## config.mk

```make
export PLATFORM = sky130hd
export DESIGN_NAME = guided_chunk_dispenser_top_flat
export DESIGN_NICKNAME = d
export VERILOG_FILES = /design/src/hdl/gcd_pkg.sv /design/src/hdl/gcd_if.sv /design/src/hdl/gcd_cfg.sv /design/src/hdl/gcd_step.sv /design/src/hdl/guided_chunk_dispenser_top.sv /design/src/flat_wrapper.sv
export SDC_FILE = /design/constraint.sdc
export NUM_CORES = 1
export LEC_CHECK = 0
export BUFFER_PORTS_ARGS = -buffer_cell sky130_fd_sc_hd__buf_4
export CAP_MARGIN = 40
export CORE_MARGIN = 4
export CORE_UTILIZATION = 34
export CTS_CLUSTER_SIZE = 40
export DETAILED_ROUTE_END_ITERATION = 10
export SLEW_MARGIN = 15
export SYNTH_ARGS = -nofsm -noshare
export SYNTH_HDL_FRONTEND = slang
export SYNTH_SLANG_ARGS = --single-unit
```

## constraint.sdc

```tcl
create_clock -name clk -period 8.1 [get_ports clk]
set_input_delay 1.215 -clock clk [delete_from_list [all_inputs] [get_ports clk]]
set_output_delay 1.215 -clock clk [all_outputs]
set_load 0.005 [all_outputs]
```

## src/hdl/gcd_pkg.sv

```systemverilog
// Shared types, constants and the chunk-size table of the guided chunk dispenser.
// Depends on nothing; every other file of the block uses it by scoped name.
package gcd_pkg;

  localparam int JOB_W   = 31;
  localparam int SUM_W   = 32;
  localparam int CHUNK_W = 11;
  localparam int REQ_W   = 10;
  localparam int THR_W   = 9;
  localparam int WRK_W   = 10;
  localparam int PROF_W  = 2;
  localparam int ADDR_W  = 5;
  localparam int DATA_W  = 32;
  localparam int IDX_W   = 3;

  localparam logic [JOB_W-1:0]   JOB_MAX     = '1;
  localparam logic [CHUNK_W-1:0] THREADS_MAX = 11'd256;
  localparam int                 TABLE_TOP   = 3;

  // Register indexes (byte address / 4)
  localparam logic [IDX_W-1:0] REG_PROFILE = 3'd0;
  localparam logic [IDX_W-1:0] REG_START   = 3'd1;
  localparam logic [IDX_W-1:0] REG_JOBS    = 3'd2;
  localparam logic [IDX_W-1:0] REG_THREADS = 3'd3;
  localparam logic [IDX_W-1:0] REG_WORKERS = 3'd4;

  // Profile codes; the unused code behaves as PROF_THREE
  localparam logic [PROF_W-1:0] PROF_THREE = 2'd0;
  localparam logic [PROF_W-1:0] PROF_TWO   = 2'd1;
  localparam logic [PROF_W-1:0] PROF_FOUR  = 2'd2;

  typedef struct packed {
    logic               busy;     // derived values or state not yet loaded
    logic               reload;   // load start value and first level now
    logic [JOB_W-1:0]   start;
    logic [SUM_W-1:0]   last;
    logic [WRK_W-1:0]   workers;
  } cfg_ctl_t;

  function automatic logic [CHUNK_W-1:0] chunk_of(logic [PROF_W-1:0] prof,
                                                  logic [THR_W-1:0] thr,
                                                  int lvl);
    logic [CHUNK_W-1:0] t;
    logic [CHUNK_W-1:0] half;
    logic [CHUNK_W-1:0] quarter;
    logic [CHUNK_W-1:0] c;
    int                 l;
    if (thr == '0) begin
      t = CHUNK_W'(1);
    end else if (CHUNK_W'(thr) > THREADS_MAX) begin
      t = THREADS_MAX;
    end else begin
      t = CHUNK_W'(thr);
    end
    half    = t >> 1;
    quarter = t >> 2;
    l = (lvl > TABLE_TOP) ? TABLE_TOP : lvl;
    if (prof == PROF_TWO || prof == PROF_FOUR) begin
      case (l)
        0:       c = (prof == PROF_TWO) ? (t << 1) + t : (t << 2);
        1:       c = t << 1;
        2:       c = t;
        default: c = (half == '0) ? CHUNK_W'(1) : half;
      endcase
    end else begin
      case (l)
        0:       c = t << 1;
        1:       c = t;
        2:       c = (half < CHUNK_W'(2)) ? CHUNK_W'(2) : half;
        default: c = (quarter == '0) ? CHUNK_W'(1) : quarter;
      endcase
    end
    return c;
  endfunction

endpackage

```

## src/hdl/gcd_if.sv

```systemverilog
// Valid/ready request and reply channels of the guided chunk dispenser.
// Depends on gcd_pkg for field widths.
interface gcd_req_if;
  logic                      valid;
  logic                      ready;
  logic [gcd_pkg::REQ_W-1:0] requester;

  modport source (output valid, output requester, input ready);
  modport sink   (input valid, input requester, output ready);
endinterface

interface gcd_rsp_if;
  logic                        valid;
  logic                        ready;
  logic [gcd_pkg::REQ_W-1:0]   destination;
  logic [gcd_pkg::JOB_W-1:0]   first_job;
  logic [gcd_pkg::CHUNK_W-1:0] chunk_size;
  logic                        range_exhausted;
  logic                        all_done;

  modport source (output valid, output destination, output first_job, output chunk_size,
                  output range_exhausted, output all_done, input ready);
  modport sink   (input valid, input destination, input first_job, input chunk_size,
                  input range_exhausted, input all_done, output ready);
endinterface

```

## src/hdl/gcd_cfg.sv

```systemverilog
// APB register file plus registered chunk sizes for every level and limits for all but the top.
// Depends on gcd_pkg.
module gcd_cfg #(
  parameter int LEVELS = 4
) (
  input  logic                          clk,
  input  logic                          rst,
  input  logic                          psel,
  input  logic                          penable,
  input  logic                          pwrite,
  input  logic [gcd_pkg::ADDR_W-1:0]    paddr,
  input  logic [gcd_pkg::DATA_W-1:0]    pwdata,
  output logic [gcd_pkg::DATA_W-1:0]    prdata,
  output logic                          pready,
  output gcd_pkg::cfg_ctl_t             ctl,
  output logic [gcd_pkg::SUM_W-1:0]     lim [LEVELS-1],
  output logic [gcd_pkg::CHUNK_W-1:0]   chunk [LEVELS]
);

  logic [gcd_pkg::PROF_W-1:0] profile;
  logic [gcd_pkg::JOB_W-1:0]  start_value;
  logic [gcd_pkg::JOB_W-1:0]  job_count;
  logic [gcd_pkg::THR_W-1:0]  thread_count;
  logic [gcd_pkg::WRK_W-1:0]  worker_count;
  logic [1:0]                 init_cnt;
  logic [gcd_pkg::SUM_W-1:0]  last;
  logic [gcd_pkg::IDX_W-1:0]  idx;
  logic                       wr;

  assign pready = 1'b1;
  assign wr     = psel && penable && pwrite;
  assign idx    = paddr[gcd_pkg::ADDR_W-1:2];

  // Register writes; a write to a listed register restarts the load sequence
  always_ff @(posedge clk) begin
    if (rst) begin
      profile      <= gcd_pkg::PROF_THREE;
      start_value  <= '0;
      job_count    <= '0;
      thread_count <= gcd_pkg::THR_W'(1);
      worker_count <= gcd_pkg::WRK_W'(1);
      init_cnt     <= 2'd2;
    end else begin
      if (wr) begin
        unique case (idx)
          gcd_pkg::REG_PROFILE: profile      <= pwdata[gcd_pkg::PROF_W-1:0];
          gcd_pkg::REG_START:   start_value  <= pwdata[gcd_pkg::JOB_W-1:0];
          gcd_pkg::REG_JOBS:    job_count    <= pwdata[gcd_pkg::JOB_W-1:0];
          gcd_pkg::REG_THREADS: thread_count <= pwdata[gcd_pkg::THR_W-1:0];
          gcd_pkg::REG_WORKERS: worker_count <= pwdata[gcd_pkg::WRK_W-1:0];
          default: ;
        endcase
      end
      if (wr && idx <= gcd_pkg::REG_WORKERS) begin
        init_cnt <= 2'd2;
      end else if (init_cnt != 2'd0) begin
        init_cnt <= init_cnt - 2'd1;
      end
    end
  end

  always_comb begin
    unique case (idx)
      gcd_pkg::REG_PROFILE: prdata = gcd_pkg::DATA_W'(profile);
      gcd_pkg::REG_START:   prdata = gcd_pkg::DATA_W'(start_value);
      gcd_pkg::REG_JOBS:    prdata = gcd_pkg::DATA_W'(job_count);
      gcd_pkg::REG_THREADS: prdata = gcd_pkg::DATA_W'(thread_count);
      gcd_pkg::REG_WORKERS: prdata = gcd_pkg::DATA_W'(worker_count);
      default:              prdata = '0;
    endcase
  end

  // Derived values are registered from the registers and follow them in the next cycle
  always_ff @(posedge clk) begin
    last <= gcd_pkg::SUM_W'(start_value) + gcd_pkg::SUM_W'(job_count);
  end

  for (genvar i = 0; i < LEVELS - 1; i++) begin : g_lim
    always_ff @(posedge clk) begin
      lim[i] <= gcd_pkg::SUM_W'(start_value) + gcd_pkg::SUM_W'(job_count)
                - gcd_pkg::SUM_W'(job_count >> (i + 1));
    end
  end

  for (genvar i = 0; i < LEVELS; i++) begin : g_chunk
    always_ff @(posedge clk) begin
      chunk[i] <= gcd_pkg::chunk_of(profile, thread_count, i);
    end
  end

  assign ctl.busy    = (init_cnt != 2'd0);
  assign ctl.reload  = (init_cnt == 2'd1);
  assign ctl.start   = start_value;
  assign ctl.last    = last;
  assign ctl.workers = worker_count;

endmodule

```

## src/hdl/gcd_step.sv

```systemverilog
// Request register, grant logic with the job counter state, and reply register.
// Depends on gcd_pkg and the gcd_req_if / gcd_rsp_if channels.
module gcd_step #(
  parameter int LEVELS = 4
) (
  input  logic                         clk,
  input  logic                         rst,
  input  gcd_pkg::cfg_ctl_t            ctl,
  input  logic [gcd_pkg::SUM_W-1:0]    lim [LEVELS-1],
  input  logic [gcd_pkg::CHUNK_W-1:0]  chunk [LEVELS],
  gcd_req_if.sink                      req,
  gcd_rsp_if.source                    rsp
);

  localparam int LVL_W = (LEVELS > 2) ? $clog2(LEVELS) : 1;
  localparam int LIM_W = (LEVELS > 2) ? $clog2(LEVELS - 1) : 1;
  localparam logic [LVL_W-1:0] TOP_LVL = LVL_W'(LEVELS - 1);

  logic                          s1_valid;
  logic [gcd_pkg::REQ_W-1:0]     s1_req;
  logic                          o_valid;
  logic                          advance;

  logic [gcd_pkg::JOB_W-1:0]     current_job;
  logic [LVL_W-1:0]              size_level;
  logic [gcd_pkg::WRK_W-1:0]     finished_replies;

  logic [gcd_pkg::CHUNK_W-1:0]   inc;
  logic [gcd_pkg::SUM_W-1:0]     next_sum;
  logic [gcd_pkg::SUM_W-1:0]     lim_sel;
  logic                          exhausted;
  logic                          level_up;
  logic [gcd_pkg::WRK_W-1:0]     finished_next;
  logic [LVL_W-1:0]              init_level;

  assign advance   = s1_valid && (!o_valid || rsp.ready);
  assign req.ready = !ctl.busy && (!s1_valid || advance);
  assign rsp.valid = o_valid;

  always_comb begin
    inc       = chunk[size_level];
    next_sum  = {1'b0, current_job} + gcd_pkg::SUM_W'(inc);
    exhausted = (next_sum >= ctl.last);
    lim_sel   = (size_level == TOP_LVL) ? '1 : lim[size_level[LIM_W-1:0]];
    level_up  = (size_level != TOP_LVL) && (next_sum >= lim_sel);
    finished_next = (exhausted && finished_replies != '1) ? finished_replies + 1'b1
                                                          : finished_replies;
  end

  // First level whose chunk still fits below its limit
  always_comb begin
    init_level = TOP_LVL;
    for (int i = LEVELS - 2; i >= 0; i--) begin
      if ({1'b0, ctl.start} + gcd_pkg::SUM_W'(chunk[i]) < lim[i]) begin
        init_level = LVL_W'(i);
      end
    end
  end

  always_ff @(posedge clk) begin
    if (rst) begin
      s1_valid <= 1'b0;
      o_valid  <= 1'b0;
    end else begin
      if (req.valid && req.ready) begin
        s1_valid <= 1'b1;
      end else if (advance) begin
        s1_valid <= 1'b0;
      end
      if (advance) begin
        o_valid <= 1'b1;
      end else if (rsp.ready) begin
        o_valid <= 1'b0;
      end
    end
  end

  always_ff @(posedge clk) begin
    if (req.valid && req.ready) begin
      s1_req <= req.requester;
    end
    if (ctl.reload) begin
      current_job      <= ctl.start;
      size_level       <= init_level;
      finished_replies <= '0;
    end else if (advance) begin
      current_job      <= next_sum[gcd_pkg::JOB_W] ? gcd_pkg::JOB_MAX
                                                   : next_sum[gcd_pkg::JOB_W-1:0];
      size_level       <= level_up ? size_level + 1'b1 : size_level;
      finished_replies <= finished_next;
    end
    if (advance) begin
      rsp.destination     <= s1_req;
      rsp.first_job       <= current_job;
      rsp.chunk_size      <= inc;
      rsp.range_exhausted <= exhausted;
      rsp.all_done        <= (finished_next >= ctl.workers);
    end
  end

endmodule

```

## src/hdl/guided_chunk_dispenser_top.sv

```systemverilog
// Guided chunk dispenser: a request passes the request register, then the reply register;
// throughput one request per cycle while replies are taken and no reload holds requests off.
// Reset (synchronous, active high) loads register defaults; requests are held off
// after reset and after each write to the five registers while limits reload.
// A reply may wait in the output register while the next request is taken.
// Depends on gcd_pkg, gcd_if, gcd_cfg and gcd_step.
module guided_chunk_dispenser_top #(
  parameter int LEVELS = 4
) (
  input  logic                        clk,
  input  logic                        rst,
  input  logic                        psel,
  input  logic                        penable,
  input  logic                        pwrite,
  input  logic [gcd_pkg::ADDR_W-1:0]  paddr,
  input  logic [gcd_pkg::DATA_W-1:0]  pwdata,
  output logic [gcd_pkg::DATA_W-1:0]  prdata,
  output logic                        pready,
  gcd_req_if.sink                     req,
  gcd_rsp_if.source                   rsp
);

  // Control from the register block to the grant logic: busy holds off requests,
  // reload loads the job counter and the first level that fits.
  gcd_pkg::cfg_ctl_t            ctl;
  // Per-level limits (the top level has none) and chunk sizes, registered
  logic [gcd_pkg::SUM_W-1:0]    lim [LEVELS-1];
  logic [gcd_pkg::CHUNK_W-1:0]  chunk [LEVELS];

  gcd_cfg #(
    .LEVELS (LEVELS)
  ) u_cfg (
    .clk     (clk),
    .rst     (rst),
    .psel    (psel),
    .penable (penable),
    .pwrite  (pwrite),
    .paddr   (paddr),
    .pwdata  (pwdata),
    .prdata  (prdata),
    .pready  (pready),
    .ctl     (ctl),
    .lim     (lim),
    .chunk   (chunk)
  );

  // Grant path: request register, one add against the level's limit and the
  // last value, then the reply register. The counter advances as a request
  // moves into the reply register, so back-to-back requests see fresh state.
  gcd_step #(
    .LEVELS (LEVELS)
  ) u_step (
    .clk   (clk),
    .rst   (rst),
    .ctl   (ctl),
    .lim   (lim),
    .chunk (chunk),
    .req   (req),
    .rsp   (rsp)
  );

endmodule

```

## src/flat_wrapper.sv

```systemverilog
// flat-port wrapper written by rule: the top's interface ports become plain ports
module guided_chunk_dispenser_top_flat 
#(
  parameter int LEVELS = 4
)
  (clk, rst, psel, penable, pwrite, paddr, pwdata, prdata, pready, req_valid, req_requester, req_ready, rsp_valid, rsp_destination, rsp_first_job, rsp_chunk_size, rsp_range_exhausted, rsp_all_done, rsp_ready);
  gcd_req_if req_i ();
  gcd_rsp_if rsp_i ();
  input  logic clk;
  input  logic rst;
  input  logic psel;
  input  logic penable;
  input  logic pwrite;
  input  logic [gcd_pkg::ADDR_W-1:0] paddr;
  input  logic [gcd_pkg::DATA_W-1:0] pwdata;
  output logic [gcd_pkg::DATA_W-1:0] prdata;
  output logic pready;
  input wire logic [$bits(req_i.valid)-1:0] req_valid;
  input wire logic [$bits(req_i.requester)-1:0] req_requester;
  output wire logic [$bits(req_i.ready)-1:0] req_ready;
  output wire logic [$bits(rsp_i.valid)-1:0] rsp_valid;
  output wire logic [$bits(rsp_i.destination)-1:0] rsp_destination;
  output wire logic [$bits(rsp_i.first_job)-1:0] rsp_first_job;
  output wire logic [$bits(rsp_i.chunk_size)-1:0] rsp_chunk_size;
  output wire logic [$bits(rsp_i.range_exhausted)-1:0] rsp_range_exhausted;
  output wire logic [$bits(rsp_i.all_done)-1:0] rsp_all_done;
  input wire logic [$bits(rsp_i.ready)-1:0] rsp_ready;
  assign req_i.valid = req_valid;
  assign req_i.requester = req_requester;
  assign req_ready = req_i.ready;
  assign rsp_valid = rsp_i.valid;
  assign rsp_destination = rsp_i.destination;
  assign rsp_first_job = rsp_i.first_job;
  assign rsp_chunk_size = rsp_i.chunk_size;
  assign rsp_range_exhausted = rsp_i.range_exhausted;
  assign rsp_all_done = rsp_i.all_done;
  assign rsp_i.ready = rsp_ready;
  guided_chunk_dispenser_top #(.LEVELS(LEVELS)) u_core (.clk(clk), .rst(rst), .psel(psel), .penable(penable), .pwrite(pwrite), .paddr(paddr), .pwdata(pwdata), .prdata(prdata), .pready(pready), .req(req_i), .rsp(rsp_i));
endmodule
```

==> results of run 1 <==
sequential cells by signal, indices dropped and copies added, names as in the netlist:
name                               flops
u_core.u_step.rsp.range_exhausted      1
u_core.u_step.rsp.destination         10
u_core.u_cfg.worker_count             10
u_core.u_step.finished_replies        10
u_core.u_cfg.profile                   2
u_core.u_cfg.lim                      96
u_core.u_cfg.thread_count              9
u_core.u_step.s1_req                  10
u_core.u_cfg.job_count                31
u_core.u_cfg.start_value              31
u_core.u_step.rsp.all_done             1
u_core.u_cfg.chunk                    36
u_core.u_cfg.last                     32
u_core.u_step.s1_valid                 1
u_core.u_step.rsp.first_job           31
u_core.u_step.size_level               2
u_core.u_step.rsp.valid                1
u_core.u_cfg.init_cnt                  2
u_core.u_step.rsp.chunk_size          11
u_core.u_step.current_job             31
layout make-up:
type | count | area [um^2]
inverter | 246 | 923
fill | 7549 | 45400
sequential | 358 | 8140
multi-input combinational | 2260 | 16300
timing repair buffer | 165 | 1250
clock buffer | 56 | 1220
clock inverter | 24 | 339
tap | 969 | 1210
worst max-delay path by stage:
stage | endpoint | depth (start not counted)
floorplan | u_core.u_step.rsp.all_done | 33
global placement | u_core.u_step.rsp.all_done | 30
detailed placement | u_core.u_step.rsp.all_done | 30
CTS | u_core.u_step.rsp.all_done | 30
global route | u_core.u_step.rsp.all_done | 30
finish | u_core.u_step.rsp.all_done | 30
cell usage in the layout (no fill, tap or decap), drive strengths merged, types with 33 or more instances in the layout:
cell type  instances
ha               346
a211oi            48
nor3              53
nor2             195
a21oi            267
xor2              77
buf              165
clkbuf            56
nand4             43
mux2i             47
dfxtp            261
a21o             114
xnor2            159
inv              254
o21ai            121
edfxtp            97
nand2b            52
nor2b             33
nand3             54
nand2            301
kinds of logic (layout without fill, tap and decap cells):
group,Yosys count,count (layout),share of synthesized area (%)
AOI/OAI and AO/OA,778,778,19.7
muxes,65,65,3.01
buffers and inverters,356,491,5.23
and+or+nand+nor,824,824,14.9
adders and majority gates,355,355,17.5
DFF,358,358,31.6
other,2,2,0.0292
xor gates and xnor gates,236,236,8.05
stage by stage:
stage	power [mW]	util, %	instances	hold WS [ps]	setup WS (ps)
global placement	3.81	37.1	3995	402	744
global route	6.25	39.3	4078	424	267
detailed placement	3.82	37.2	3998	405	731
floorplan	3.30	-	2974	400	690
CTS	5.97	39.3	4078	420	691
finish	5.93	39.3	4078	419	679
power groups by stage:
stage | Sequential, mW | Clock, mW | Combinational, mW
2_1_floorplan | 2.21 | 0 | 1.10
4_1_cts | 2.24 | 2.17 | 1.56
3_5_place_dp | 2.28 | 0 | 1.54
3_3_place_gp | 2.28 | 0 | 1.53
6_report | 2.24 | 2.13 | 1.56
5_1_grt | 2.26 | 2.24 | 1.75
critical path: cells and delay by family (launching register included):
| kind | cells | cell delay [ps] |
|---|---|---|
| XOR/XNOR | 1 | 120 |
| flip-flops | 1 | 390 |
| adder cells (fa/ha/maj) | 3 | 920 |
| buffers and inverters | 2 | 690 |
| multiplexers | 2 | 750 |
| AND/OR/NAND/NOR | 9 | 1420 |
| AO/OA/AOI/OAI | 13 | 2820 |
metal layers:
layer	share of wire [%]	GRT usage, %	wire length, um
met4	2.8	5.56	2290
met3	6.3	2.87	5170
met2	44	32.0	36600
met1	47	27.5	38600
met5	0	0	0
==> qor.txt, run 1 <==
Status: completed
Post-route cell area: 29400 um^2
Most used cell, CP: a21o_1
Detail Route Antenna Nets: 0
Resized Gates After CTS: 0
FFs w/ async S/R, synth: 0%
Clk_lat worst skew: 600 ps
Chip height: 283 um
Root buf cell: clkbuf_16
Port-buffer cells: 137
Setup crit start: u_core.u_step.size_level[1]
Post-DP HPWL: 64.9 mm
Synth Flop Type: dfxtp_1
Period utilization: 91.6%
Reg2reg path depth: 30
Register area share after synthesis: 31.6%
Hold buffer count at cts: 0
Netlist cell types: 79
Synth top area share: 20.3%
DRT iter0 DRCs: 1550
DRC: 0
RR Startpoint: u_core.u_step.size_level[1]
DR vias: 21800
Worst Hold Class: reg2reg
Most common cell in the netlist: ha_1
Min-delay src: u_core.u_step.s1_req[1]
Slowest stage delay, CP: 480 ps
Detailed Routing Iterations Pass 1: 5
Combinational share of power: 26.3%
Vias in the first global route: 21500
Final setup TNS: 0 ps
Clk slew on worst S/H paths: 60 ps
Yosys warning count: 0
H-tree Lvls: 2
Largest area contributor in the netlist: dfxtp_1
Worst Path Max Fanout: 23
Worst setup EP type: register
Max_cap viols: 0
Largest net degree at the start of global routing: 58
P_leak: 12.8 nW
NetSw: 1.91 mW
Internal power: 4.02 mW
Endpoint with the worst hold slack: u_core.u_step.rsp.destination[1]
Initial Util: 34.4%
Actual slew at the worst max-slew pin: 942 ps
Switch share: 32.1%
PD cells: 202 nW/um^2
WS Path Type: reg2reg
Global route overflow: 0
Layout Skew: 25.2 ps
I/O Pins: 143
Max transition margin: 36.2%
Placed Area: 27800 um^2
Die W: 283 um
Clock buffers created by TritonCTS: 43
Maximum VDD drop: 0.131 mV
Final setup violation count: 0
WL per Instance: 20.3 um
Fmax: 135 MHz
EDFF count, synth: 97
Req. time, crit path: 8440 ps
Hold path depth: 0
Final Hold Viols: 0
Core Area: 74800 um^2
Post CTS Setup Buffer Count: 0
Clock sinks: 358
Critical Path Start Type: register
Clk buf depth: 3
Cells after Synth: 2974
Synthesized Nets: 3383
Critical Path AT: 7760 ps
Mean post-synth cell area: 8.66 um^2
Final nets: 3483
RD Place Congestion: 0.934
RSZ-0062 raised after global routing: false
Fraction of layout cells with a size suffix above 1: 9.30%
Clock share of power: 35.8%
Area Overhead vs Synth: 14.1%
Die Area: 80200 um^2
Sequential share of power: 37.8%
Slew Viols, Final: 0
Total Routing Usage GR: 19.8%
Final WL: 82.6 mm
Syn Std Cell Area: 25800 um^2
Diode count: 0
Main area contributors after synthesis: dfxtp_1, ha_1, edfxtp_1
Clock period minus worst slack: 7420 ps
First-pass GRT wire length: 125 mm
Post-synth top cells: ha_1, nand2_1, a21oi_1, dfxtp_1, inv_1
TritonCTS clock tree: done
Via density: 5.35
Initial antenna violation count: 1
Synthesized flop and latch total: 358
Slowest-stage cell, CP: o31ai_1
Cell Rows: 100
Reg2reg end: u_core.u_step.rsp.all_done
Reg2reg setup slack: 680 ps
(Power assumes the default switching activity.)
==> inputs of run 2 (changes only) <==
--- a/config.mk
+++ b/config.mk
@@ -5,6 +5,7 @@
 export SDC_FILE = /design/constraint.sdc
 export NUM_CORES = 1
 export LEC_CHECK = 0
+export ABC_AREA = 1
 export BUFFER_PORTS_ARGS = -buffer_cell sky130_fd_sc_hd__buf_4
 export CAP_MARGIN = 40
 export CORE_MARGIN = 4
==> run 2 against run 1 <==
Via count rose by 17%. Worst setup slack better by 980 ps. Largest cell class unchanged. Count of clock-buffer cells in the layout stayed put. Die area increased by 4.8%. Sequential share of layout area decreased by 1.3 points.
==> qor.txt, run 2 <==
Post-synth top cells: nand2_1, inv_1, a21oi_1, ha_1, nor2_1
Max FFs per register: 96 (unchanged)
Post CTS Setup Buffer Count: 0 (unchanged)
Largest area contributor in the netlist: dfxtp_1
Initial antenna violation count: 0 (-1)
Largest net degree at the start of global routing: 85 (+47%)
Hold path depth: 0 (unchanged)
Final setup TNS: 0 ps (unchanged)
Cells after Synth: 3679 (+24%)
Slowest stage delay, CP: 730 ps (+250 ps)
Most used cell, CP: nand2_1
Synth top area share: 19.3% (-0.95 points)
Most common cell in the netlist: nand2_1
Pre-CTS setup slack: 1690 ps (+960 ps)
Yosys warning count: 0 (unchanged)
Chip height: 290 um (+2.3%)
Cell Rows: 103 (+3.0%)
Core Area: 78900 um^2 (+5.4%)
Clk_lat worst skew: 610 ps (about the same)
RD Place Congestion: 0.966 (+3.4%)
Main area contributors after synthesis: dfxtp_1, ha_1, edfxtp_1
Hold_ws: 418 ps (-1.86 ps)
I/O Pins: 143 (unchanged)
Die Area: 84000 um^2 (+4.8%)
Mean post-synth cell area: 7.34 um^2 (-15%)
Period utilization: 79.5% (-12 points)
Synth Flop Type: dfxtp_1
Clk buf depth: 3 (unchanged)
PD cells: 230 nW/um^2 (+14%)
TritonCTS clock tree: done
Max transition margin: 35.9% (-0.31 points)
Reg2reg setup slack: 1660 ps (+980 ps)
Syn Std Cell Area: 27000 um^2 (+4.9%)
Worst Hold Class: reg2reg
WS Path Type: reg2reg
Clock period minus worst slack: 6440 ps (-984 ps)
Final WL: 97.0 mm (+17%)
RR Startpoint: u_core.u_step.size_level[0]
Most flops, register: u_core.u_cfg.lim
Final nets: 4225 (+21%)
Worst Path Max Fanout: 21 (-8.7%)
H-tree Lvls: 2 (unchanged)
Via density: 5.20 (-2.8%)
Synthesized flop and latch total: 358 (unchanged)
Resized Gates After CTS: 0 (unchanged)
Final setup violation count: 0 (unchanged)
Biggest regs: u_core.u_cfg.lim x96, u_core.u_cfg.chunk x36, u_core.u_cfg.last x32
DRT iter0 DRCs: 2199 (+42%)
Post-route cell area: 30800 um^2 (+4.8%)
Most frequent cells in the layout: nand2_1, inv_1, a21oi_1, ha_1, nor2_1
Worst setup EP type: register
Slowest-stage cell, CP: edfxtp_1
Detailed Routing Iterations Pass 1: 5 (unchanged)
Slew Viols, Final: 0 (unchanged)
Setup WS post-layout: 1660 ps (+984 ps)
Commonest non-fill, non-tap cell in the layout: nand2_1
Clk slew on worst S/H paths: 60 ps (about the same)
Clock buffers created by TritonCTS: 42 (-2.3%)
Final Hold Viols: 0 (unchanged)
Area Overhead vs Synth: 13.9%
WL per Instance: 19.8 um (-2.2%)
P_leak: 15.1 nW (+17%)
Detail Route Antenna Nets: 0 (unchanged)
Global route overflow: 0 (unchanged)
DRC: 0 (unchanged)
EDFF count, synth: 97 (unchanged)
Register area share after synthesis: 30.1% (-1.5 points)
Critical Path Start Type: register
Hold buffer count at cts: 0 (unchanged)
Total Routing Usage GR: 22.2% (+2.5 points)
Met2 GRT Util: 35.0% (+3.0 points)
Post-DP HPWL: 80.9 mm (+25%)
Min-delay src: u_core.u_step.s1_req[5]
Initial Util: 34.3% (-0.17 points)
Max_cap viols: 0 (unchanged)
Req. time, crit path: 8390 ps (-50 ps)
Die W: 290 um (+2.3%)
Maximum VDD drop: 0.153 mV (+17%)
Reg2reg end: u_core.u_step.rsp.all_done
Root buf cell: clkbuf_16
Placed Area: 29300 um^2 (+5.3%)
RSZ-0062 raised after global routing: false
Port-buffer cells: 137 (unchanged)
Clock sinks: 358 (unchanged)
Status: completed
First-pass GRT wire length: 145 mm (+16%)
Critical Path AT: 6730 ps (-1030 ps)
Endpoint with the worst hold slack: u_core.u_step.rsp.destination[5]
DR vias: 25500 (+17%)
Netlist cell types: 55 (-30%)
Setup crit start: u_core.u_step.size_level[0]
Reg2reg path depth: 32 (+6.7%)
Vias in the first global route: 24400 (+14%)
Synthesized Nets: 4088 (+21%)
Layout Skew: 42.3 ps (+17.1 ps)
Actual slew at the worst max-slew pin: 954 ps (+12.7 ps)
Fraction of layout cells with a size suffix above 1: 7.04% (-2.3 points)
Fmax: 155 MHz (+15%)
Met1 Resource Use GR: 31.7% (+4.2 points)
Most Used Layer, Global Route: met2
GR Util met3: 2.78% (-0.092 points)
FFs w/ async S/R, synth: 0% (unchanged)
-- run 2: cell types whose count changed in the layout (fill, tap and decap cells not counted), moves of 96 or more --
cell / previous run / this run
nand2_1: 301 / 696
inv_1: 245 / 519
o21ai_0: 105 / 255
a21oi_1: 266 / 388
nor2_1: 194 / 315
xnor2_1: 158 / 44
xor2_1: 77 / 177
nand3_1: 54 / 150
-- run 2: area by class of cell --
type / instances / area, um^2
Antenna cell: 1 / 2.50
Fill cell: 8343 / 48100
Sequential cell: 358 / 8140
Clock buffer: 56 / 1210
Clock inverter: 21 / 284
Tap cell: 1050 / 1310
Timing Repair Buffer: 160 / 1230
Inverter: 533 / 2000
Multi-Input combinational cell: 2721 / 16600
-- run 2: worst max-delay path: cells and delay by family (launching register included) --
| kind | cells | cell delay, ps |
|---|---|---|
| xor+xnor | 1 | 300 |
| flops | 1 | 730 |
| simple gates | 15 | 1600 |
| buf+inv | 6 | 1000 |
| fa+ha+maj | 3 | 930 |
| compound gates | 7 | 1550 |
-- run 2: power breakdown --
part	internal [mW]	leakage, nW	switching, mW
logic	0.940	11.3	1.69
clock network	1.20	0.733	0.845
registers	2.19	3.02	0.231
total	4.33	15.1	2.77
-- run 2: cells by family after synthesis --
logic type | count (synthesis) | share of synthesized area (%)
buffers and inverters | 600 | 8.43
DFF | 358 | 30.1
AOI/OAI and AO/OA | 859 | 18.0
adders and majority gates | 355 | 16.7
and+or+nand+nor | 1284 | 19.6
xor gates and xnor gates | 221 | 7.16
other | 2 | 0.0278
-- run 2: how the worst max path moves through the flow --
stage | end | depth (start not counted)
2_1_floorplan | u_core.u_step.rsp.all_done | 34
3_3_place_gp | u_core.u_step.rsp.all_done | 32
3_5_place_dp | u_core.u_step.rsp.all_done | 32
4_1_cts | u_core.u_step.rsp.all_done | 32
5_1_grt | u_core.u_step.rsp.all_done | 32
6_report | u_core.u_step.rsp.all_done | 32
-- run 2: layer usage --
metal,wire (um),part of all wire (%)
met5,0,0
met4,3340,3.4
met3,6310,6.5
met2,42000,43
met1,45400,47
-- run 2: per-stage QoR --
step | std cells | util, % | total power, mW
5_1_grt | 4899 | 39.0 | 7.57
3_3_place_gp | 4817 | 37.1 | 4.98
2_1_floorplan | 3679 | - | 4.14
4_1_cts | 4899 | 39.0 | 7.09
3_5_place_dp | 4822 | 37.1 | 5.04
6_report | 4900 | 39.0 | 7.09
